### config.mk
export PLATFORM = sky130hd
export DESIGN_NAME = status_led_pattern_sequencer_top
export DESIGN_NICKNAME = d
export VERILOG_FILES = /design/src/hdl/slps_pkg.sv /design/src/hdl/slps_cfg_regs.sv /design/src/hdl/slps_engine.sv /design/src/hdl/status_led_pattern_sequencer_top.sv
export SDC_FILE = /design/constraint.sdc
export NUM_CORES = 1
export LEC_CHECK = 0
export BUFFER_PORTS_ARGS = -buffer_cell sky130_fd_sc_hd__buf_2
export CAP_MARGIN = 20
export CORE_MARGIN = 1.5
export CORE_UTILIZATION = 48
export CTS_CLUSTER_SIZE = 25
export DETAILED_ROUTE_END_ITERATION = 10
export PLACE_DENSITY = 0.65
export SYNTH_ARGS = -nofsm -noshare
export SYNTH_HDL_FRONTEND = slang
export SYNTH_HIERARCHICAL = 1
export SYNTH_SLANG_ARGS = --single-unit
export TNS_END_PERCENT = 50
### constraint.sdc
create_clock -name clk -period 3.6 [get_ports clk]
set_input_delay 0.72 -clock clk [delete_from_list [all_inputs] [get_ports clk]]
set_output_delay 0.72 -clock clk [all_outputs]
set_load 0.01 [all_outputs]
### src/hdl/slps_pkg.sv
`default_nettype none
// ----------------------------------------------------------------------------
// slps_pkg
// Shared types and codes for the status LED pattern sequencer: item and
// result payloads, the register set, command, mode and color codes.
// ----------------------------------------------------------------------------
package slps_pkg;

	// Command codes carried in an input item.
	localparam logic [1:0] CMD_TICK    = 2'd0;
	localparam logic [1:0] CMD_SET     = 2'd1;
	localparam logic [1:0] CMD_STOP    = 2'd2;
	localparam logic [1:0] CMD_RESTART = 2'd3;

	// Mode codes.
	localparam logic [2:0] MODE_NONE       = 3'd0;
	localparam logic [2:0] MODE_BLE        = 3'd1;
	localparam logic [2:0] MODE_PEER       = 3'd2;
	localparam logic [2:0] MODE_CONNECTING = 3'd3;
	localparam logic [2:0] MODE_CLOUD      = 3'd4;
	localparam logic [2:0] MODE_ERROR      = 3'd5;

	// LED color codes.
	localparam logic [1:0] COLOR_GREEN = 2'd0;
	localparam logic [1:0] COLOR_BLUE  = 2'd1;
	localparam logic [1:0] COLOR_RED   = 2'd2;

	// Register indexes on the configuration port.
	localparam logic [1:0] REG_HAS_RGB       = 2'd0;
	localparam logic [1:0] REG_FAST_BLINK_MS = 2'd1;
	localparam logic [1:0] REG_HEARTBEAT_MS  = 2'd2;
	localparam logic [1:0] REG_SLOW_BLINK_MS = 2'd3;

	// Register reset values.
	localparam logic        HAS_RGB_RST       = 1'b1;
	localparam logic [15:0] FAST_BLINK_MS_RST = 16'd200;
	localparam logic [15:0] HEARTBEAT_MS_RST  = 16'd250;
	localparam logic [15:0] SLOW_BLINK_MS_RST = 16'd2000;

	// Heartbeat pattern limits and elapsed-time saturation value.
	localparam logic [3:0]  BEAT_ON_FIRST = 4'd5;
	localparam logic [3:0]  BEAT_LAST     = 4'd15;
	localparam logic [15:0] ELAPSED_MAX   = 16'hFFFF;

	localparam int CFG_INDEX_W = 2;
	localparam int CFG_DATA_W  = 16;

	typedef struct packed {
		logic [1:0] cmd;
		logic [2:0] mode_code;
	} slps_item_t;

	typedef struct packed {
		logic       led_on;
		logic [1:0] led_color;
		logic [2:0] active_mode;
	} slps_result_t;

	typedef struct packed {
		logic        has_rgb;
		logic [15:0] fast_blink_ms;
		logic [15:0] heartbeat_ms;
		logic [15:0] slow_blink_ms;
	} slps_cfg_t;

endpackage
`default_nettype wire

### src/hdl/slps_cfg_regs.sv
`default_nettype none
// ----------------------------------------------------------------------------
// slps_cfg_regs
// Configuration register file: color option and the three pattern periods,
// written through a plain write port.
// ----------------------------------------------------------------------------
module slps_cfg_regs
	import slps_pkg::*;
(
	input  wire logic                   clk,
	input  wire logic                   arst_n,
	input  wire logic                   cfg_we,
	input  wire logic [CFG_INDEX_W-1:0] cfg_index,
	input  wire logic [CFG_DATA_W-1:0]  cfg_data,
	output slps_cfg_t                   cfg
);

	slps_cfg_t cfg_q;

	// Each register takes the write data when its index is addressed.
	always_ff @(posedge clk or negedge arst_n) begin
		if (!arst_n) begin
			cfg_q.has_rgb       <= HAS_RGB_RST;
			cfg_q.fast_blink_ms <= FAST_BLINK_MS_RST;
			cfg_q.heartbeat_ms  <= HEARTBEAT_MS_RST;
			cfg_q.slow_blink_ms <= SLOW_BLINK_MS_RST;
		end else if (cfg_we) begin
			case (cfg_index)
				REG_HAS_RGB: begin
					cfg_q.has_rgb <= cfg_data[0];
				end
				REG_FAST_BLINK_MS: begin
					cfg_q.fast_blink_ms <= cfg_data;
				end
				REG_HEARTBEAT_MS: begin
					cfg_q.heartbeat_ms <= cfg_data;
				end
				REG_SLOW_BLINK_MS: begin
					cfg_q.slow_blink_ms <= cfg_data;
				end
				default: begin
				end
			endcase
		end
	end

	assign cfg = cfg_q;

endmodule
`default_nettype wire

### src/hdl/slps_engine.sv
`default_nettype none
// ----------------------------------------------------------------------------
// slps_engine
// Sequencer state and its single-pass update: mode, halt flag, LED level,
// color, elapsed milliseconds and heartbeat step count.
// ----------------------------------------------------------------------------
module slps_engine
	import slps_pkg::*;
(
	input  wire logic         clk,
	input  wire logic         arst_n,
	input  wire logic         step,
	input  wire slps_item_t   item,
	input  wire slps_cfg_t    cfg,
	output slps_result_t      result
);

	logic [2:0]  cur_mode_q, cur_mode_d;
	logic        halted_q, halted_d;
	logic        lit_q, lit_d;
	logic [1:0]  color_q, color_d;
	logic [15:0] elapsed_q, elapsed_d;
	logic [3:0]  beat_q, beat_d;

	logic [15:0] elapsed_inc;
	logic [15:0] interval;
	logic        set_taken;

	// Saturating millisecond count and the configured pattern period of the mode.
	assign elapsed_inc = (elapsed_q == ELAPSED_MAX) ? elapsed_q : elapsed_q + 16'd1;

	always_comb begin
		case (cur_mode_q)
			MODE_BLE:   interval = cfg.heartbeat_ms;
			MODE_CLOUD: interval = cfg.slow_blink_ms;
			MODE_ERROR: interval = cfg.fast_blink_ms;
			default:    interval = 16'd0;
		endcase
	end

	assign set_taken = (item.mode_code != cur_mode_q) && (cur_mode_q != MODE_ERROR);

	// Next-state logic for one item.
	always_comb begin
		cur_mode_d = cur_mode_q;
		halted_d   = halted_q;
		lit_d      = lit_q;
		color_d    = color_q;
		elapsed_d  = elapsed_q;
		beat_d     = beat_q;
		case (item.cmd)
			CMD_TICK: begin
				elapsed_d = elapsed_inc;
				if (!halted_q) begin
					if (cur_mode_q == MODE_PEER || cur_mode_q == MODE_CONNECTING) begin
						lit_d = 1'b1;
					end else if (interval == 16'd0) begin
						lit_d = 1'b0;
					end else if (elapsed_inc > {1'b0, interval[15:1]}) begin
						// A pattern step fires.
						elapsed_d = 16'd0;
						if (cur_mode_q == MODE_BLE) begin
							if (beat_q == 4'd0) begin
								lit_d  = 1'b0;
								beat_d = beat_q + 4'd1;
							end else if (beat_q >= BEAT_ON_FIRST && beat_q < BEAT_LAST) begin
								lit_d  = 1'b1;
								beat_d = beat_q + 4'd1;
							end else if (beat_q >= BEAT_LAST) begin
								beat_d = 4'd0;
							end else begin
								lit_d  = !lit_q;
								beat_d = beat_q + 4'd1;
							end
						end else begin
							lit_d = !lit_q;
						end
					end
				end
			end
			CMD_SET: begin
				// A repeated mode, or any request while in error, is ignored.
				if (set_taken) begin
					cur_mode_d = item.mode_code;
					elapsed_d  = ELAPSED_MAX;
					case (item.mode_code)
						MODE_BLE, MODE_PEER, MODE_ERROR: begin
							if (cfg.has_rgb) begin
								lit_d   = 1'b0;
								color_d = (item.mode_code == MODE_ERROR) ? COLOR_RED
									: COLOR_BLUE;
							end else begin
								color_d = COLOR_GREEN;
							end
							if (item.mode_code == MODE_BLE) begin
								beat_d = 4'd0;
							end
						end
						MODE_CONNECTING, MODE_CLOUD: begin
							if (cfg.has_rgb) begin
								lit_d = 1'b0;
							end
							color_d = COLOR_GREEN;
						end
						default: begin
						end
					endcase
				end
			end
			CMD_STOP: begin
				halted_d = 1'b1;
				lit_d    = 1'b0;
			end
			default: begin
				halted_d = 1'b0;
			end
		endcase
	end

	// State registers advance once per item.
	always_ff @(posedge clk or negedge arst_n) begin
		if (!arst_n) begin
			cur_mode_q <= MODE_NONE;
			halted_q   <= 1'b0;
			lit_q      <= 1'b0;
			color_q    <= COLOR_GREEN;
			elapsed_q  <= 16'd0;
			beat_q     <= 4'd0;
		end else if (step) begin
			cur_mode_q <= cur_mode_d;
			halted_q   <= halted_d;
			lit_q      <= lit_d;
			color_q    <= color_d;
			elapsed_q  <= elapsed_d;
			beat_q     <= beat_d;
		end
	end

	// The result reports the state after this item.
	assign result.led_on      = lit_d;
	assign result.led_color   = color_d;
	assign result.active_mode = cur_mode_d;

endmodule
`default_nettype wire

### src/hdl/status_led_pattern_sequencer_top.sv
`default_nettype none
// ----------------------------------------------------------------------------
// status_led_pattern_sequencer_top
// Status LED pattern sequencer: ticks and mode commands in, LED level,
// color and current mode out, one result per item.
// ----------------------------------------------------------------------------
// Usage:
// Items (cmd, mode_code) arrive on the item channel; a transfer happens on a
// clock edge with item_valid high and item_stall low. Each item yields exactly
// one result on the result channel, transferred when result_valid is high and
// result_stall is low.
// An accepted item sits in the input register while the state update is
// computed, and its result then lands in the output register, where
// result_valid rises. One item per cycle is sustained while the receiver
// does not stall; the mode/LED state feedback through the engine is a
// single pass, so back-to-back items never wait on each other.
// When the receiver stalls, the result holds in the output register and the
// input register keeps one more item; item_stall rises only when both are
// full and the output is stalled.
// Reset clears both registers' valid flags and puts the sequencer in mode
// none, LED dark, green, with the registers at their default periods.
// Configuration writes (cfg_we, cfg_index, cfg_data) apply once registered.
// ----------------------------------------------------------------------------
module status_led_pattern_sequencer_top
	import slps_pkg::*;
(
	input  wire logic                   clk,
	input  wire logic                   arst_n,
	input  wire logic                   item_valid,
	output logic                        item_stall,
	input  wire slps_item_t             item,
	output logic                        result_valid,
	input  wire logic                   result_stall,
	output slps_result_t                result,
	input  wire logic                   cfg_we,
	input  wire logic [CFG_INDEX_W-1:0] cfg_index,
	input  wire logic [CFG_DATA_W-1:0]  cfg_data
);

	slps_cfg_t    cfg;
	slps_item_t   item_s1;
	logic         valid_s1;
	slps_result_t next_result;
	slps_result_t result_q;
	logic         result_valid_q;
	logic         advance;
	logic         take_item;

	slps_cfg_regs u_cfg (
		.clk       (clk),
		.arst_n    (arst_n),
		.cfg_we    (cfg_we),
		.cfg_index (cfg_index),
		.cfg_data  (cfg_data),
		.cfg       (cfg)
	);

	// Input stage moves on when the output register is free or being emptied.
	assign advance    = !result_valid_q || !result_stall;
	assign item_stall = valid_s1 && !advance;
	assign take_item  = item_valid && !item_stall;

	always_ff @(posedge clk or negedge arst_n) begin
		if (!arst_n) begin
			valid_s1 <= 1'b0;
		end else if (take_item) begin
			valid_s1 <= 1'b1;
		end else if (advance) begin
			valid_s1 <= 1'b0;
		end
	end

	always_ff @(posedge clk) begin
		if (take_item) begin
			item_s1 <= item;
		end
	end

	slps_engine u_engine (
		.clk    (clk),
		.arst_n (arst_n),
		.step   (valid_s1 && advance),
		.item   (item_s1),
		.cfg    (cfg),
		.result (next_result)
	);

	// Output register.
	always_ff @(posedge clk or negedge arst_n) begin
		if (!arst_n) begin
			result_valid_q <= 1'b0;
		end else if (advance) begin
			result_valid_q <= valid_s1;
		end
	end

	always_ff @(posedge clk) begin
		if (advance && valid_s1) begin
			result_q <= next_result;
		end
	end

	assign result_valid = result_valid_q;
	assign result       = result_q;

endmodule
`default_nettype wire
[Yosys cells after proc, flatten, opt, wreduce, memory -nomap -nowiden]
Cells that the tools add are included.
W data, S select, Z words.
Cells by class
  add/sub/neg operators: 2
  $lt $le $gt $ge: 4
  equality and inequality tests: 26
  mux-type cells: 42
  bitwise gates (word level): 1
  reductions and logical operators: 29
Operator list (number)
  $mux W16: 6
  $pmux W16 S3: 1
  $mux W4: 11
  $pmux W16 S2: 1
  $add A16 B1 Y16 const B: 1
  $eq A16 B16 Y1 const B: 1
  $gt A16 B15 Y1: 1
  $logic_not A16 Y1: 1
  $mux W1: 13
  $eq A3 B2 Y1 const B: 4
  $eq A3 B3 Y1 const B: 4
  $reduce_and A10 Y1: 1
  $reduce_and A2 Y1: 5
  $mux W2: 4
  $ne A2 B1 Y1 const B: 4
  $ne A2 B2 Y1 const B: 4
  $pmux W4 S2: 1
  $eq A2 B2 Y1 const B: 3
  $eq A3 B1 Y1 const B: 2
  $mux W3: 2
  $logic_and A1 B1 Y1: 5
  $logic_not A1 Y1: 5
  $reduce_or A5 Y1: 1
  $add A4 B1 Y4 const B: 1
  17 further kinds: 22
Storage, ports and cells
  flip-flop bits (word level): 89
  input port bits: 28
  output and inout bits: 8
  logic and storage cells: 121

[Depth between registers and ports, before layout]
  depth in word-level cells: 10
  mapped depth: 16
  mapped depth without buffers: 14

[Hierarchy]
Netlist, hierarchy kept.
Modules (own cells, without submodules)
  slps_engine: times used 1, cells each 361, area each 2787.7 um^2, seq. area each 675.6 um^2
  slps_cfg_regs: times used 1, cells each 105, area each 2009.4 um^2, seq. area each 1246.2 um^2
  status_led_pattern_sequencer_top: times used 1, cells each 19, area each 422.9 um^2, seq. area each 380.4 um^2

[Worst setup path after synthesis]
No wires, ideal clock.
  kind: register -> register
  start: register u_engine.elapsed_q[0]
  end: register result_q, in the netlist result[5], data pin
  setup time: 0.127 ns
  data arrival time: 3.770 ns
  required time: 3.473 ns
  setup slack: -0.297 ns
  stages on the path, launching flop included: 17
  buffers on the path: 2
  clock period less this slack: 3.897 ns
  cell sequence: dfrtp_1 ha_1 and3_1 or4b_2 clkbuf_1 o21a_1 and3_1 xor2_1 ha_1 a21oi_1 o21ai_0 a221o_1 o31a_1 nor2_1 nor3_1 o311ai_0 buf_4
On the way
  cells in the longest elaborated chain, start to end: 8
  elaborated cells on any way between the ends: 9
  those cells by class: add/sub: 1; order compare: 1; eq/ne: 1; mux: 6
Ends and longest elaborated chain
  start: declaration: RTL line slps_engine.sv:22  | logic [15:0] elapsed_q, elapsed_d;
  start signal: assignment: RTL line slps_engine.sv:134  | elapsed_q <= elapsed_d;
  $add A16 B1 Y16 / $eq A16 B16 Y1 (equally long branches): RTL line slps_engine.sv:30  | assign elapsed_inc = (elapsed_q == ELAPSED_MAX) ? elapsed_q : elapsed_q + 16'd1;
  $mux W16 (*): RTL line slps_engine.sv:30
  $gt A16 B15 Y1 (*): RTL line slps_engine.sv:59  | end else if (elapsed_inc > {1'b0, interval[15:1]}) begin
  $mux W1 (*): RTL line slps_engine.sv:59
  $mux W1 (*): RTL line slps_engine.sv:57  | end else if (interval == 16'd0) begin
  $mux W1 (*): RTL line slps_engine.sv:55  | if (cur_mode_q == MODE_PEER || cur_mode_q == MODE_CONNECTING) begin
  $mux W1 (*): RTL line slps_engine.sv:54  | if (!halted_q) begin
  $pmux W1 S3 (*): RTL line slps_engine.sv:51  | case (item.cmd)
  via u_engine.lit_d: RTL line slps_engine.sv:20  | logic lit_q, lit_d;
  end signal: assignment: RTL line status_led_pattern_sequencer_top.sv:99  | result_q <= next_result;
  end: declaration: RTL line status_led_pattern_sequencer_top.sv:44  | slps_result_t result_q;
Mark *: on every way through the listed nets, which the timed path passes. The rest lies on a longest branch.
A chain may end at the register's enable or synchronous reset.

[Final worst setup path]
  start: register u_engine.elapsed_q[1]
  end: register u_engine.elapsed_q[8]
On the way
  cells in the longest elaborated chain, start to end: 8
  elaborated cells on any way between the ends: 9
  those cells by class: add/sub: 1; order compare: 1; eq/ne: 1; mux: 6
Ends and longest elaborated chain (RTL line)
  $add A16 B1 Y16 / $eq A16 B16 Y1 (equally long branches): slps_engine.sv:30
  $mux W16 (*): slps_engine.sv:30
  $gt A16 B15 Y1: slps_engine.sv:59
  $mux W16: slps_engine.sv:59
  $mux W16: slps_engine.sv:57
  $mux W16: slps_engine.sv:55
  $mux W16 (*): slps_engine.sv:54
  $pmux W16 S2 (*): slps_engine.sv:51
Mark *: on every way between the ends. The rest lies on a longest branch, timed or not.

==> summary.md <==
| Metric | Value |
|---|---|
| Post-route DRC | `0` |
| Synth Instances | `485` |
| Via count | `3,898` |
| P per Cell Area | `792 nW/um2` |
| Count of flip-flops with a built-in enable after synthesis | `11` |
| Worst-Margin Slew | `0.971 ns` |
| Largest cells by area after synthesis | `dfrtp_1 30%, mux2_4 8.6%, dfstp_2 8.1%, edfxtp_1 6.3%, a21oi_1 4.8%` |
| Clock period minus worst slack | `3.80 ns` |
| Setup repair after global routing missed its margin | `yes` |
| Final setup margin | `-0.199 ns` |
| Critical path class | `register to register` |
| FF-to-FF setup slack | `-0.20 ns` |
| Maximum fanout along the worst path | `6` |
| Starting density of the core | `50.1%` |
| H-Tree Depth | `3` |
| Vias/cell | `5.65` |
| First-pass GRT wire length | `19,300 um` |
| Layout net count | `596` |
| Post-synthesis cell type count | `63` |
| DP HPWL | `7980 um` |
| Setup violators final | `21` |
| Design area | `6170 um2` |
| Worst VDD drop | `0.000373 V` |
| Final Max Slew Viols | `0` |
| Met1 Resource Use GR | `30.0%` |
| Die Y | `107 um` |
| Hold WS | `0.499 ns` |
| Vias in the first global route | `3,877` |
| Worst-Skew Late Latency | `0.36 ns` |
| First drt pass iteration count | `5` |
| CTS tree | `done` |
| Routed len/inst | `16.9 um` |
| Mapped Nets | `532` |
| GRT Util Overall | `21.4%` |
| Crit path buffers/inverters | `2` |
| Layer with the highest usage | `met2` |
| Synthesized flop and latch total | `89` |
| Layout cells sized above 1 | `36.1%` |
| Setup TNS | `-2.14 ns` |
| Final core occ | `59.3%` |
| Worst Setup SP | `u_engine/elapsed_q[1]` |
| Share of the yosys chip area belonging to registers | `44.1%` |
| CTS Root Cell | `clkbuf_8` |
| CP max stage delay | `0.53 ns` |
| Longest Clk Path Bufs | `2` |
| CTS buffer count | `9` |
| Die X | `107 um` |
| Worst Clk Skew | `0.00989 ns` |
| Hold wc startpoint | `valid_s1` |
| Synth Cell Area | `5220 um2` |
| Ys Warns | `6` |
| Max frequency | `263 MHz` |
| WP data arrival | `4.08 ns` |
| Slew headroom | `35.0%` |
| Die area | `11,500 um2` |
| Drt initial violations | `207` |
| CP max stage cell | `or4b_4` |
| Initial antenna violation count | `0` |
| Io pins | `36` |
| ANT nets after route | `0` |
| Cell taking the most area after synthesis | `dfrtp_1` |
| GR Util met3 | `3.15%` |
| Area delta synth->final | `18.3%` |
| Row count | `37` |
| CP delay by family, top | `simple AND/OR/NAND/NOR gates` |
| GP Congestion | `0.953` |
| Clk slew on worst S/H paths | `0.08 ns` |
| ANT cells | `0` |
| Avg Synthesized Cell Area | `10.8 um2` |
| Placed instance area | `5730 um2` |
| Async SR Flop Fraction | `87.6%` |
| Kind of end point of the critical path | `register` |
| Largest net degree at the start of global routing | `79` |
| Worst Hold Class | `register to register` |
| Top_reg_cell synth | `dfrtp_1` |
| CP Launch Type | `register` |
| GRT met2 Usage | `34.0%` |
| Port bufs | `35` |
| Most common cell in the netlist | `dfrtp_1` |
| Crit path cell chain | `ha_2 > and3_4 > or4b_4 > o21a_1 > nand2_1 > xnor2_1 > ha_1 > nand4_1 > nor2_1 > a221o_1 > o31a_1 > o211ai_2 > buf_6 > buf_6 > a21oi_1 > nor2_1` |
| Leak | `0.00270 uW` |
| Outcome | `complete, but fails checks` |
| Synth top area share | `29.7%` |
| Violated checks | `negative setup slack` |
| Core area | `10,400 um2` |
| Most common library cells after synthesis | `62 x dfrtp_1, 50 x a21oi_1, 37 x nor2_1, 32 x nand2_1, 30 x mux2_4` |
| GRT overflow | `0` |
| Post-Route WL | `11,600 um` |
| Final hold vios | `0` |
| R2r startpoint | `u_engine/elapsed_q[1]` |
| CP required | `3.88 ns` |
| Crit share post-route | `106%` |
| Max Cap Violations | `0` |
| CTS sink count | `89` |
==> through the flow <==
stage / cells / power, uW / setup WS [ns]
finish: 690 / 4890 / -0.199
global route: 690 / 5280 / -0.338
CTS: 687 / 4680 / -0.120
detailed placement: 666 / 3870 / -0.121
global placement: 666 / 3820 / -0.0570
floorplan: 485 / 3110 / -0.0345
==> placed cells by master (no fill, tap or decap), types with 7 or more instances in the layout <==
| cell type | Yosys | layout |
|---|---|---|
| mux2i_1 | 18 | 18 |
| nor2_1 | 37 | 36 |
| inv_1 | 15 | 15 |
| mux2_4 | 30 | 30 |
| a21oi_1 | 50 | 44 |
| dfrtp_1 | 62 | 62 |
| o21ai_0 | 21 | 15 |
| edfxtp_1 | 11 | 11 |
| clkbuf_8 | 0 | 9 |
| buf_2 | 5 | 34 |
| buf_4 | 2 | 38 |
| dfstp_2 | 16 | 16 |
| nand3_1 | 10 | 9 |
| a211o_1 | 14 | 14 |
| nand4_1 | 7 | 7 |
| ha_1 | 19 | 16 |
| mux2_2 | 22 | 22 |
| nand2_1 | 32 | 31 |
==> cell type report <==
type                    instances  area, um2
multi-input cells             356       2900
well taps                     136        170
flip-flops and latches         89       2300
fillers                       887       4240
inverters                      15       56.3
clock buffers                  12        178
clock inverters                 4       23.8
repair buffers                 78        541
==> worst register-to-register path, cell delays in order (launching register included) <==
cell and delay, ns:
dfrtp_1 0.36, ha_2 0.19, and3_4 0.18, or4b_4 0.53, o21a_1 0.23, nand2_1 0.09
xnor2_1 0.21, ha_1 0.33, nand4_1 0.17, nor2_1 0.06, a221o_1 0.30, o31a_1 0.33
o211ai_2 0.24, buf_6 0.15, buf_6 0.12, a21oi_1 0.07, nor2_1 0.16
==> timing repair <==
| action | 4_1_cts | 5_1_grt |
|---|---|---|
| setup buffers | 5 | 3 |
| hold buffers | 0 | 0 |
| setup endpoints to repair | 20 | 21 |
| pin swaps | 21 | 17 |
| resized for setup | 16 | 19 |
| endpoints found under the hold margin | 0 | 0 |
==> sequential cells by signal (all words and copies together), names as in the netlist <==
signal,flops
u_cfg/cfg,49
u_engine/elapsed_q,16
result,6
item_s1,5
u_engine/beat_q,4
u_engine/cur_mode_q,3
u_engine/color_q,2
result_valid,1
u_engine/halted_q,1
u_engine/lit_q,1
valid_s1,1
==> cells by family after synthesis <==
group,Yosys count,share of synthesized area [%]
fa+ha+maj,19,4.55
buf+inv,40,3.86
xor+xnor,13,2.18
compound gates,120,14.6
mux,70,16.8
flops,89,44.1
simple gates,134,13.8
==> routing by layer <==
layer  wire [um]  part of all wire, %
met1        5530                   47
met2        5590                   48
met3         343                  2.9
met4         180                  1.5
met5           0                    0
==> report_power, final <==
part	internal (uW)	switching, uW	leakage, uW
logic	1270	1420	0.00160
registers	1310	205	0.000988
clock network	333	356	0.000106
total	2910	1980	0.00270
==> worst paths after layout <==
check	cells after the start	end
worst max-delay path	16	u_engine/elapsed_q[8]
worst min-delay path	1	result_valid
worst max register to register	16	u_engine/elapsed_q[8]
worst min register to register	1	result_valid
max in group asynchronous	1	u_cfg/cfg[15]
min in group asynchronous	1	u_engine/color_q[1]
(Power assumes the default switching activity.)
